**src/sv/fpre_pkg.sv**
```systemverilog
// Shared types and constants of the predictive Rice encoder.
package fpre_pkg;

    localparam int SAMPLE_BITS = 16;
    localparam int WORD_BITS   = 32;
    localparam int TOTAL_BITS  = 16;
    localparam int NUM_COEF    = 4;
    localparam int MAX_SHIFT   = 16;
    localparam int ESC_Q       = 8;
    localparam int ESC_LEN     = ESC_Q + 1 + SAMPLE_BITS;
    localparam int CODE_BITS   = SAMPLE_BITS + 1;
    localparam int LEN_BITS    = 5;
    localparam int OUT_DEPTH   = 4;
    localparam int CFG_IDX_BITS = 3;
    localparam int CFG_DATA_BITS = 16;

    typedef enum logic [CFG_IDX_BITS-1:0] {
        REG_RICE_SHIFT = 3'd0,
        REG_TAP_COUNT  = 3'd1,
        REG_COEF_ZERO  = 3'd2,
        REG_COEF_ONE   = 3'd3,
        REG_COEF_TWO   = 3'd4,
        REG_COEF_THREE = 3'd5
    } cfg_index_t;

    typedef struct packed {
        logic [4:0]                       rice_shift;
        logic [2:0]                       tap_count;
        logic [NUM_COEF-1:0][SAMPLE_BITS-1:0] coef;
    } cfg_t;

    // Rice code of one sample, right-aligned in len bits (leading zeros implied)
    typedef struct packed {
        logic [CODE_BITS-1:0] code;
        logic [LEN_BITS-1:0]  len;
        logic                 last;
    } code_t;

    typedef struct packed {
        logic [TOTAL_BITS-1:0] total;
        logic                  final_word;
        logic [WORD_BITS-1:0]  word;
    } result_t;

    typedef struct packed {
        logic    push0;
        logic    push1;
        result_t res0;
        result_t res1;
    } push_t;

endpackage

```
**src/sv/fpre_filter.sv**
```systemverilog
// Prediction filter stage: sample history and one registered product per tap.
module fpre_filter #(
    parameter int MAX_TAPS = 4
) (
    input  logic                              aclk,
    input  logic                              aresetn,
    input  fpre_pkg::cfg_t                    cfg,
    input  logic                              load,
    input  logic                              in_accept,
    input  logic [fpre_pkg::SAMPLE_BITS-1:0]  in_sample,
    input  logic                              in_last,
    output logic                              out_valid,
    output logic [fpre_pkg::SAMPLE_BITS-1:0]  out_prod [MAX_TAPS],
    output logic                              out_last
);
    localparam int HIST = MAX_TAPS - 1;
    localparam int SW   = $clog2(MAX_TAPS);

    logic [fpre_pkg::SAMPLE_BITS-1:0] hist_reg  [HIST];
    logic [fpre_pkg::SAMPLE_BITS-1:0] hist_next [HIST];
    logic [SW-1:0] seen_reg, seen_next;
    logic          valid_reg, valid_next;
    logic [fpre_pkg::SAMPLE_BITS-1:0] prod_reg  [MAX_TAPS];
    logic [fpre_pkg::SAMPLE_BITS-1:0] prod_next [MAX_TAPS];
    logic          last_reg;

    for (genvar j = 0; j < MAX_TAPS; j++) begin : g_lane
        logic [fpre_pkg::SAMPLE_BITS-1:0] coef_j;
        logic [fpre_pkg::SAMPLE_BITS-1:0] tap_sample;
        logic                             lane_en;

        if (j < fpre_pkg::NUM_COEF) begin : g_coef
            assign coef_j = cfg.coef[j];
        end else begin : g_nocoef
            assign coef_j = '0;
        end

        if (j == 0) begin : g_cur
            assign tap_sample = in_sample;
            assign lane_en    = 1'b1;
        end else begin : g_hist
            assign tap_sample = hist_reg[j-1];
            // taps beyond tap_count or before the waveform start drop out
            assign lane_en    = (int'(cfg.tap_count) > j) && (int'(seen_reg) >= j);
        end

        // only the low 16 bits of each product matter after the wrap
        assign prod_next[j] = lane_en ? fpre_pkg::SAMPLE_BITS'(coef_j * tap_sample) : '0;
    end

    always_comb begin
        valid_next = load ? in_accept : valid_reg;
        hist_next  = hist_reg;
        seen_next  = seen_reg;
        if (in_accept) begin
            if (in_last) begin
                for (int i = 0; i < HIST; i++) begin
                    hist_next[i] = '0;
                end
                seen_next = '0;
            end else begin
                hist_next[0] = in_sample;
                for (int i = 1; i < HIST; i++) begin
                    hist_next[i] = hist_reg[i-1];
                end
                if (int'(seen_reg) < HIST) begin
                    seen_next = seen_reg + SW'(1);
                end
            end
        end
    end

    always_ff @(posedge aclk) begin
        if (!aresetn) begin
            valid_reg <= 1'b0;
            seen_reg  <= '0;
            for (int i = 0; i < HIST; i++) begin
                hist_reg[i] <= '0;
            end
        end else begin
            valid_reg <= valid_next;
            seen_reg  <= seen_next;
            hist_reg  <= hist_next;
        end
    end

    always_ff @(posedge aclk) begin
        if (in_accept) begin
            prod_reg <= prod_next;
            last_reg <= in_last;
        end
    end

    assign out_valid = valid_reg;
    assign out_prod  = prod_reg;
    assign out_last  = last_reg;

endmodule

```
**src/sv/fpre_coder.sv**
```systemverilog
// Residual sum, zigzag map and Rice / escape code generation.
module fpre_coder #(
    parameter int MAX_TAPS = 4
) (
    input  logic                              aclk,
    input  logic                              aresetn,
    input  fpre_pkg::cfg_t                    cfg,
    input  logic                              load,
    input  logic                              in_valid,
    input  logic [fpre_pkg::SAMPLE_BITS-1:0]  in_prod [MAX_TAPS],
    input  logic                              in_last,
    output logic                              out_valid,
    output fpre_pkg::code_t                   out_code
);
    logic [fpre_pkg::SAMPLE_BITS-1:0] res;
    logic [fpre_pkg::SAMPLE_BITS-1:0] mapped;
    logic [fpre_pkg::SAMPLE_BITS-1:0] quo;
    logic [4:0]                       k;
    logic                             esc;
    logic [fpre_pkg::CODE_BITS-1:0]   one_k;
    fpre_pkg::code_t                  code_next;
    fpre_pkg::code_t                  code_reg;
    logic                             valid_reg, valid_next;

    always_comb begin
        res = '0;
        for (int j = 0; j < MAX_TAPS; j++) begin
            res = res + in_prod[j];
        end
        mapped = res[fpre_pkg::SAMPLE_BITS-1] ? {~res[fpre_pkg::SAMPLE_BITS-2:0], 1'b1}
                                              : {res[fpre_pkg::SAMPLE_BITS-2:0], 1'b0};
        k   = (int'(cfg.rice_shift) > fpre_pkg::MAX_SHIFT) ? 5'(fpre_pkg::MAX_SHIFT)
                                                           : cfg.rice_shift;
        quo = mapped >> k;
        esc = int'(quo) >= fpre_pkg::ESC_Q;
        one_k = fpre_pkg::CODE_BITS'(1) << k;
        code_next.last = in_last;
        if (esc) begin
            code_next.code = {1'b1, mapped};
            code_next.len  = fpre_pkg::LEN_BITS'(fpre_pkg::ESC_LEN);
        end else begin
            code_next.code = one_k | ({1'b0, mapped} & (one_k - fpre_pkg::CODE_BITS'(1)));
            code_next.len  = fpre_pkg::LEN_BITS'(quo[2:0]) + fpre_pkg::LEN_BITS'(1) + k;
        end
        valid_next = load ? in_valid : valid_reg;
    end

    always_ff @(posedge aclk) begin
        if (!aresetn) begin
            valid_reg <= 1'b0;
        end else begin
            valid_reg <= valid_next;
        end
    end

    always_ff @(posedge aclk) begin
        if (load && in_valid) begin
            code_reg <= code_next;
        end
    end

    assign out_valid = valid_reg;
    assign out_code  = code_reg;

endmodule

```
**src/sv/fpre_packer.sv**
```systemverilog
// Bit packer: appends codes MSB-first, emits full words and the end-of-waveform flush.
module fpre_packer (
    input  logic             aclk,
    input  logic             aresetn,
    input  logic             take,
    input  fpre_pkg::code_t  in_code,
    output fpre_pkg::push_t  push
);
    localparam int WB = fpre_pkg::WORD_BITS;
    localparam int TB = fpre_pkg::TOTAL_BITS;

    logic [WB-1:0] pend_reg, pend_next;
    logic [4:0]    cnt_reg, cnt_next;
    logic [TB-1:0] emit_reg, emit_next;

    logic [2*WB-1:0] bits;
    logic [5:0]      sum;
    logic            full;
    logic [4:0]      rem;
    logic [WB-1:0]   word_a;
    logic [WB-1:0]   keep;
    logic [WB-1:0]   flush;
    logic            need_flush;
    logic [TB-1:0]   e1, e2;

    always_comb begin
        bits = ({{WB{1'b0}}, pend_reg} << in_code.len)
             | (2*WB)'(in_code.code);
        sum  = 6'(cnt_reg) + 6'(in_code.len);
        full = int'(sum) >= WB;
        rem  = full ? 5'(sum - 6'(WB)) : sum[4:0];
        word_a = WB'(bits >> rem);
        keep   = WB'(bits & (((2*WB)'(1) << rem) - (2*WB)'(1)));
        flush  = keep << (6'(WB) - 6'(rem));
        need_flush = in_code.last && (rem != '0);

        e1 = emit_reg;
        if (full && (emit_reg != {TB{1'b1}})) begin
            e1 = emit_reg + TB'(1);
        end
        e2 = e1;
        if (need_flush && (e1 != {TB{1'b1}})) begin
            e2 = e1 + TB'(1);
        end

        push.push0 = 1'b0;
        push.push1 = 1'b0;
        push.res0  = '0;
        push.res1  = '0;
        if (take) begin
            if (full) begin
                push.push0           = 1'b1;
                push.res0.word       = word_a;
                push.res0.final_word = in_code.last && !need_flush;
                push.res0.total      = (in_code.last && !need_flush) ? e1 : '0;
                if (need_flush) begin
                    push.push1           = 1'b1;
                    push.res1.word       = flush;
                    push.res1.final_word = 1'b1;
                    push.res1.total      = e2;
                end
            end else if (need_flush) begin
                push.push0           = 1'b1;
                push.res0.word       = flush;
                push.res0.final_word = 1'b1;
                push.res0.total      = e2;
            end
        end

        pend_next = pend_reg;
        cnt_next  = cnt_reg;
        emit_next = emit_reg;
        if (take) begin
            if (in_code.last) begin
                pend_next = '0;
                cnt_next  = '0;
                emit_next = '0;
            end else begin
                pend_next = keep;
                cnt_next  = rem;
                emit_next = e1;
            end
        end
    end

    always_ff @(posedge aclk) begin
        if (!aresetn) begin
            pend_reg <= '0;
            cnt_reg  <= '0;
            emit_reg <= '0;
        end else begin
            pend_reg <= pend_next;
            cnt_reg  <= cnt_next;
            emit_reg <= emit_next;
        end
    end

endmodule

```
**src/sv/fpre_out_fifo.sv**
```systemverilog
// Result queue: takes up to two words per cycle, hands out one.
module fpre_out_fifo (
    input  logic                 aclk,
    input  logic                 aresetn,
    input  fpre_pkg::push_t      push,
    input  logic                 pop,
    output logic                 room,
    output logic                 out_valid,
    output fpre_pkg::result_t    out_res
);
    localparam int DEPTH = fpre_pkg::OUT_DEPTH;
    localparam int AW    = $clog2(DEPTH);
    localparam int CW    = $clog2(DEPTH + 1);

    fpre_pkg::result_t mem [DEPTH];
    logic [AW-1:0] wr_reg, wr_next, rd_reg, rd_next;
    logic [CW-1:0] count_reg, count_next;
    logic          do_pop;

    always_comb begin
        do_pop     = pop && (count_reg != '0);
        wr_next    = wr_reg + AW'(push.push0) + AW'(push.push1);
        rd_next    = rd_reg + AW'(do_pop);
        count_next = count_reg + CW'(push.push0) + CW'(push.push1) - CW'(do_pop);
    end

    always_ff @(posedge aclk) begin
        if (!aresetn) begin
            wr_reg    <= '0;
            rd_reg    <= '0;
            count_reg <= '0;
        end else begin
            wr_reg    <= wr_next;
            rd_reg    <= rd_next;
            count_reg <= count_next;
        end
    end

    always_ff @(posedge aclk) begin
        if (push.push0) begin
            mem[wr_reg] <= push.res0;
        end
        if (push.push1) begin
            mem[wr_reg + AW'(1)] <= push.res1;
        end
    end

    // two free slots needed, since one item can end in two words
    assign room      = int'(count_reg) <= DEPTH - 2;
    assign out_valid = count_reg != '0;
    assign out_res   = mem[rd_reg];

endmodule

```
**src/sv/fir_predict_rice_encoder.sv**
```systemverilog
// Top level of the predictive Rice encoder: config registers, pipeline control, checks.
//
// Input stream s_*: one signed 16-bit sample per item in s_tdata, s_tlast marks the
// last sample of a waveform. Prediction history never crosses a waveform boundary.
// Output stream m_*: one 32-bit code word per item, first code bit in the MSB.
// m_tlast marks the waveform's last word, which also carries the saturating word
// count in m_tdata[47:32] (zero on other words).
// Configuration: cfg_wr_en writes cfg_wdata to register cfg_index (0 rice_shift,
// 1 tap_count, 2..5 coefficients); write only while the block is idle.
// Throughput: one sample per cycle when not stalled. A sample ending its waveform
// may produce two words; the 4-entry result queue absorbs them, so the input stalls
// only when the queue holds more than two words.
// A sample's filter products load on the edge that accepts it, then the coder register,
// then the queue write, after which its result item shows on m_*.
// Reset (synchronous, aresetn low) restores the register defaults (k=3, taps 1,-1),
// clears history, pending bits and the queue. When m_tready is low, the queue fills,
// then the pipeline holds and s_tready drops; no item is lost or repeated.
module fir_predict_rice_encoder #(
    parameter int MAX_TAPS = 4
) (
    input  logic        aclk,
    input  logic        aresetn,
    // configuration write port
    input  logic                                 cfg_wr_en,
    input  logic [fpre_pkg::CFG_IDX_BITS-1:0]    cfg_index,
    input  logic [fpre_pkg::CFG_DATA_BITS-1:0]   cfg_wdata,
    // input stream
    input  logic        s_tvalid,
    output logic        s_tready,
    input  logic [15:0] s_tdata,   // [15:0] sample
    input  logic        s_tlast,   // wave_end
    // result stream
    output logic        m_tvalid,
    input  logic        m_tready,
    output logic [47:0] m_tdata,   // [31:0] code_word, [47:32] word_total
    output logic        m_tlast    // final_word
);
    fpre_pkg::cfg_t  cfg_reg, cfg_next;
    logic            v1, v2, room;
    logic            take2, ld2, ld1, accept;
    logic [fpre_pkg::SAMPLE_BITS-1:0] prod [MAX_TAPS];
    logic            last1;
    fpre_pkg::code_t code2;
    fpre_pkg::push_t push;
    fpre_pkg::result_t res;

    always_comb begin
        cfg_next = cfg_reg;
        if (cfg_wr_en) begin
            unique case (cfg_index)
                fpre_pkg::REG_RICE_SHIFT: cfg_next.rice_shift = cfg_wdata[4:0];
                fpre_pkg::REG_TAP_COUNT:  cfg_next.tap_count  = cfg_wdata[2:0];
                fpre_pkg::REG_COEF_ZERO:  cfg_next.coef[0]    = cfg_wdata;
                fpre_pkg::REG_COEF_ONE:   cfg_next.coef[1]    = cfg_wdata;
                fpre_pkg::REG_COEF_TWO:   cfg_next.coef[2]    = cfg_wdata;
                fpre_pkg::REG_COEF_THREE: cfg_next.coef[3]    = cfg_wdata;
                default: ;
            endcase
        end
    end

    always_ff @(posedge aclk) begin
        if (!aresetn) begin
            cfg_reg.rice_shift <= 5'd3;
            cfg_reg.tap_count  <= 3'd2;
            cfg_reg.coef[0]    <= 16'h0001;
            cfg_reg.coef[1]    <= 16'hFFFF;
            cfg_reg.coef[2]    <= 16'h0000;
            cfg_reg.coef[3]    <= 16'h0000;
        end else begin
            cfg_reg <= cfg_next;
        end
    end

    // pipeline moves unless the packer stage is full and the queue lacks room
    assign take2    = v2 && room;
    assign ld2      = !v2 || take2;
    assign ld1      = !v1 || ld2;
    assign s_tready = ld1;
    assign accept   = s_tvalid && ld1;

    fpre_filter #(.MAX_TAPS(MAX_TAPS)) u_filter (
        .aclk      (aclk),
        .aresetn   (aresetn),
        .cfg       (cfg_reg),
        .load      (ld1),
        .in_accept (accept),
        .in_sample (s_tdata),
        .in_last   (s_tlast),
        .out_valid (v1),
        .out_prod  (prod),
        .out_last  (last1)
    );

    fpre_coder #(.MAX_TAPS(MAX_TAPS)) u_coder (
        .aclk      (aclk),
        .aresetn   (aresetn),
        .cfg       (cfg_reg),
        .load      (ld2),
        .in_valid  (v1),
        .in_prod   (prod),
        .in_last   (last1),
        .out_valid (v2),
        .out_code  (code2)
    );

    fpre_packer u_packer (
        .aclk    (aclk),
        .aresetn (aresetn),
        .take    (take2),
        .in_code (code2),
        .push    (push)
    );

    fpre_out_fifo u_fifo (
        .aclk      (aclk),
        .aresetn   (aresetn),
        .push      (push),
        .pop       (m_tready),
        .room      (room),
        .out_valid (m_tvalid),
        .out_res   (res)
    );

    assign m_tdata = {res.total, res.word};
    assign m_tlast = res.final_word;

    a_reset_empty: assert property (@(posedge aclk) !aresetn |=> !m_tvalid)
        else $error("result queue not empty after reset");

    a_final_count: assert property (@(posedge aclk) disable iff (!aresetn)
        m_tvalid && m_tlast |-> m_tdata[47:32] != 16'd0)
        else $error("final word carries zero word count");

    a_mid_count: assert property (@(posedge aclk) disable iff (!aresetn)
        m_tvalid && !m_tlast |-> m_tdata[47:32] == 16'd0)
        else $error("non-final word carries a word count");

    a_stall_full: assert property (@(posedge aclk) disable iff (!aresetn)
        !s_tready |-> v1 && v2 && !room)
        else $error("input stalled with free pipeline stage");

endmodule

```
**config.mk**
```make
export PLATFORM = sky130hd
export DESIGN_NAME = fir_predict_rice_encoder
export DESIGN_NICKNAME = d
export VERILOG_FILES = /design/src/sv/fpre_pkg.sv /design/src/sv/fpre_filter.sv /design/src/sv/fpre_coder.sv /design/src/sv/fpre_packer.sv /design/src/sv/fpre_out_fifo.sv /design/src/sv/fir_predict_rice_encoder.sv
export SDC_FILE = /design/constraint.sdc
export NUM_CORES = 2
export LEC_CHECK = 0
export BUFFER_PORTS_ARGS = -buffer_cell sky130_fd_sc_hd__buf_2
export CAP_MARGIN = 15
export CORE_MARGIN = 3
export CORE_UTILIZATION = 65
export DETAILED_ROUTE_END_ITERATION = 6
export GPL_ROUTABILITY_DRIVEN = 0
export PLACE_DENSITY = 0.92
export SLEW_MARGIN = 20
export SYNTH_ARGS = -nofsm -noshare
export SYNTH_HDL_FRONTEND = slang
export SYNTH_SLANG_ARGS = --single-unit
```
**constraint.sdc**
```tcl
create_clock -name aclk -period 22.2 [get_ports aclk]
set_input_delay 4.44 -clock aclk [delete_from_list [all_inputs] [get_ports aclk]]
set_output_delay 4.44 -clock aclk [all_outputs]
set_load 0.005 [all_outputs]
```
==> results.py <==
metrics = {
    "critical_path": {
        "critical_path_arrival_ps": 9310,
        "worstSetupEndpointType": "flop",
        "start_kind": "input port",
        "ff2ff_path_depth": 18,
        "r2r_slack_ps": 14470,
        "required_ps": 22580,
        "path_class": "input port to flop",
        "cp_max_fo": 16,
        "crit_start": "s_tdata[1]",
        "timing.rr.end": "u_fifo.mem[0][24]",
        "critPathCapture": "u_filter.out_prod[63]",
        "regToRegStartpoint": "u_coder.out_code[1]",
    },
    "timing": {
        "finalSetupViolations": 0,
        "rsz0062_at_grt": "no",
        "whs_ps": 424.1,
        "tns_ps": 0,
        "hold_viol": 0,
        "finalMaxSlewViolations": 0,
        "finClkSkew_ps": 64.63,
        "finalCritPeriodShare": 0.4023,
        "timing.final.ws_setup_ps": 13270,
        "worst_pin_slew_ps": 1154,
        "slew_headroom": 0.2238,
        "fmax_ghz": 0.1120,
        "period_needed_ps": 8930,
    },
    "yosys": {
        "syn-num-nets": 5973,
        "synth.yosys.seq_area_share": 0.2533,
        "syn-cell-area_um2": 48210,
        "syn_area_per_cell_um2": 9.031,
        "yosysWarnings": 0,
        "netlist.area_leader.share": 0.1769,
        "async_flop_share": 0,
        "ys_types": 105,
        "synth_common_cells": "731 x nand2_1, 622 x inv_1, 355 x fa_1",
        "synth_top_area_cell": "edfxtp_1",
        "synth_ff_type": "edfxtp_1",
        "synth_most_common_cell": "nand2_1",
        "ys_ff_latch": 468,
        "synth_cells": 5339,
        "synthTopCellsByArea": "edfxtp_1 18%, fa_1 15%, dfxtp_1 7.6%",
        "synth_edf_count": 284,
    },
    "floorplanning": {
        "num_rows": 99,
        "die_w_um": 278.4,
        "ioPinCount": 92,
        "die_h_um": 278.4,
        "core-area_um2": 73210,
        "dieArea_um2": 77480,
        "initial_core_util": 0.6586,
    },
    "status": {
        "status": "finished with violations",
        "violations": "design-rule violations",
    },
    "route": {
        "drt_first_iter_violations": 7551,
        "ant_nets": 0,
        "wl_met1_mm": 47.66,
        "drt_pre_antenna_iters": 7,
        "wl_met2_mm": 67.27,
        "avgRoutedWirePerCell_um": 23.95,
        "wl_mm": 148.6,
        "highest_layer": "met4",
        "drc": 225,
        "vias_per_cell": 6.947,
        "vias": 43090,
        "route.met3.wl_mm": 20.05,
    },
    "run": {
        "cap_violations": 0,
    },
    "cells_and_area": {
        "fillers": 4875,
        "largest_reg_flops": 196,
        "drive_above_1_share": 0.08891,
        "area_delta_synth_final_pct": 5.421,
        "final_cells": 6203,
        "nets": 5832,
    },
    "clocking": {
        "cts_resized": 0,
        "cts_tree": "yes",
        "cts_buffers": 51,
        "cts_hold_buf": 0,
        "cts_root_buffer": "clkbuf_16",
        "cts_sinks": 468,
        "cts_buffer_depth": 3,
        "path_clk_slew_ps": 60,
        "post_cts_buffers": 0,
        "clk_latency_ps": 680,
        "cts_max_level": 2,
    },
    "placed_design": {
        "dp.cells": 6102,
        "io_buffers": 91,
        "place_ws_ps": 12590,
        "hpwlAfterDp_mm": 103.2,
    },
    "power_and_ir_drop": {
        "irDropWorstVdd_mv": 0.1056,
        "p_leak_nw": 20.82,
        "power_mw": 4.098,
        "power_density_nw_per_um2": 80.62,
    },
    "grt": {
        "grt_pass1_wl_mm": 233.7,
        "antenna_found_initial": 4,
        "grt_pass1_vias": 43200,
        "overflow": 0,
        "grt_max_degree": 113,
        "gr-usage-all-layers": 0.3797,
    },
    "hold_path": {
        "hold_class": "flop to flop",
        "worstHoldPathCells": 0,
    },
}
[logic make-up (layout without fill, tap and decap cells)]
| kind of cell | count (synthesis) | count (layout) | synth area share |
|---|---|---|---|
| buffers and inverters | 966 | 868 | 0.07694 |
| muxes | 318 | 318 | 0.1022 |
| other | 0 | 3 | 0 |
| and+or+nand+nor | 1729 | 1729 | 0.1693 |
| xor gates and xnor gates | 238 | 238 | 0.04367 |
| DFF | 468 | 468 | 0.2533 |
| adders and majority gates | 593 | 593 | 0.2092 |
| AOI/OAI and AO/OA | 1027 | 1027 | 0.1455 |
[power by group]
part           switching, mW  internal (mW)
clock                  0.402          0.488
combinational           1.32          0.831
sequential            0.0549           1.00
total                   1.77           2.32
[per-stage QoR]
step	instance area (um^2)	util
floorplan	48220	-
global placement	49020	0.6696
detailed placement	49020	0.6696
CTS	50730	0.6930
global route	50820	0.6942
finish	50830	0.6943
[area by class of cell]
class | count | area, um^2 | area share
Inverter | 630 | 2366 | 0.04655
Multi-Input combinational cell | 3905 | 32460 | 0.6387
Antenna cell | 3 | 7.507 | 0.0001477
Timing Repair Buffer | 142 | 860.8 | 0.01694
Tap cell | 959 | 1200 | 0.02361
Clock inverter | 35 | 400.4 | 0.007877
Sequential cell | 468 | 12220 | 0.2404
Clock buffer | 61 | 1314 | 0.02585
[per-layer routing]
layer  vias to the layer above  GRT usage
li1                      18050          -
met1                     20020     0.4442
met2                      3862     0.6026
met3                      1159     0.1111
met4                         0     0.2689
met5                         -   0.004884
[worst max-delay path: stages]
cell and delay, ps:
buf_2 200, and2_1 220, fa_1 530, inv_1 50, fa_1 480, inv_1 80, ha_1 140, inv_1 50
fa_1 480, inv_1 60, fa_1 550, fa_1 420, ha_1 330, a21oi_1 240, nor2b_1 80, o21a_1 180
o21ai_0 150, nand2b_1 80, a21oi_1 220, o21ai_0 170, xnor2_1 160
[cells in the final DEF, fill, tap and decap left out, drive strengths merged, types with 57 or more instances in the layout]
| master | n |
|---|---|
| clkbuf | 61 |
| dfxtp | 184 |
| a21oi | 222 |
| nand2 | 731 |
| nor2b | 120 |
| fa | 355 |
| a21boi | 57 |
| buf | 142 |
| o22ai | 91 |
| nor2 | 289 |
| mux2 | 59 |
| ha | 238 |
| nor3 | 64 |
| mux2i | 132 |
| and2 | 268 |
| xnor2 | 185 |
| o21ai | 191 |
| mux4 | 127 |
| and3 | 66 |
| nand3 | 71 |
| edfxtp | 284 |
| inv | 630 |
[how the worst min path moves through the flow]
stage | to | startpoint
6_report | u_coder.out_code[0] | u_filter.out_last
5_1_grt | u_coder.out_code[0] | u_filter.out_last
4_1_cts | u_coder.out_code[0] | u_filter.out_last
3_5_place_dp | u_coder.out_code[0] | u_filter.out_last
3_3_place_gp | u_coder.out_code[0] | u_filter.out_last
2_1_floorplan | u_coder.out_code[0] | u_filter.out_last
Note: power is estimated with default switching activity, not from simulation.
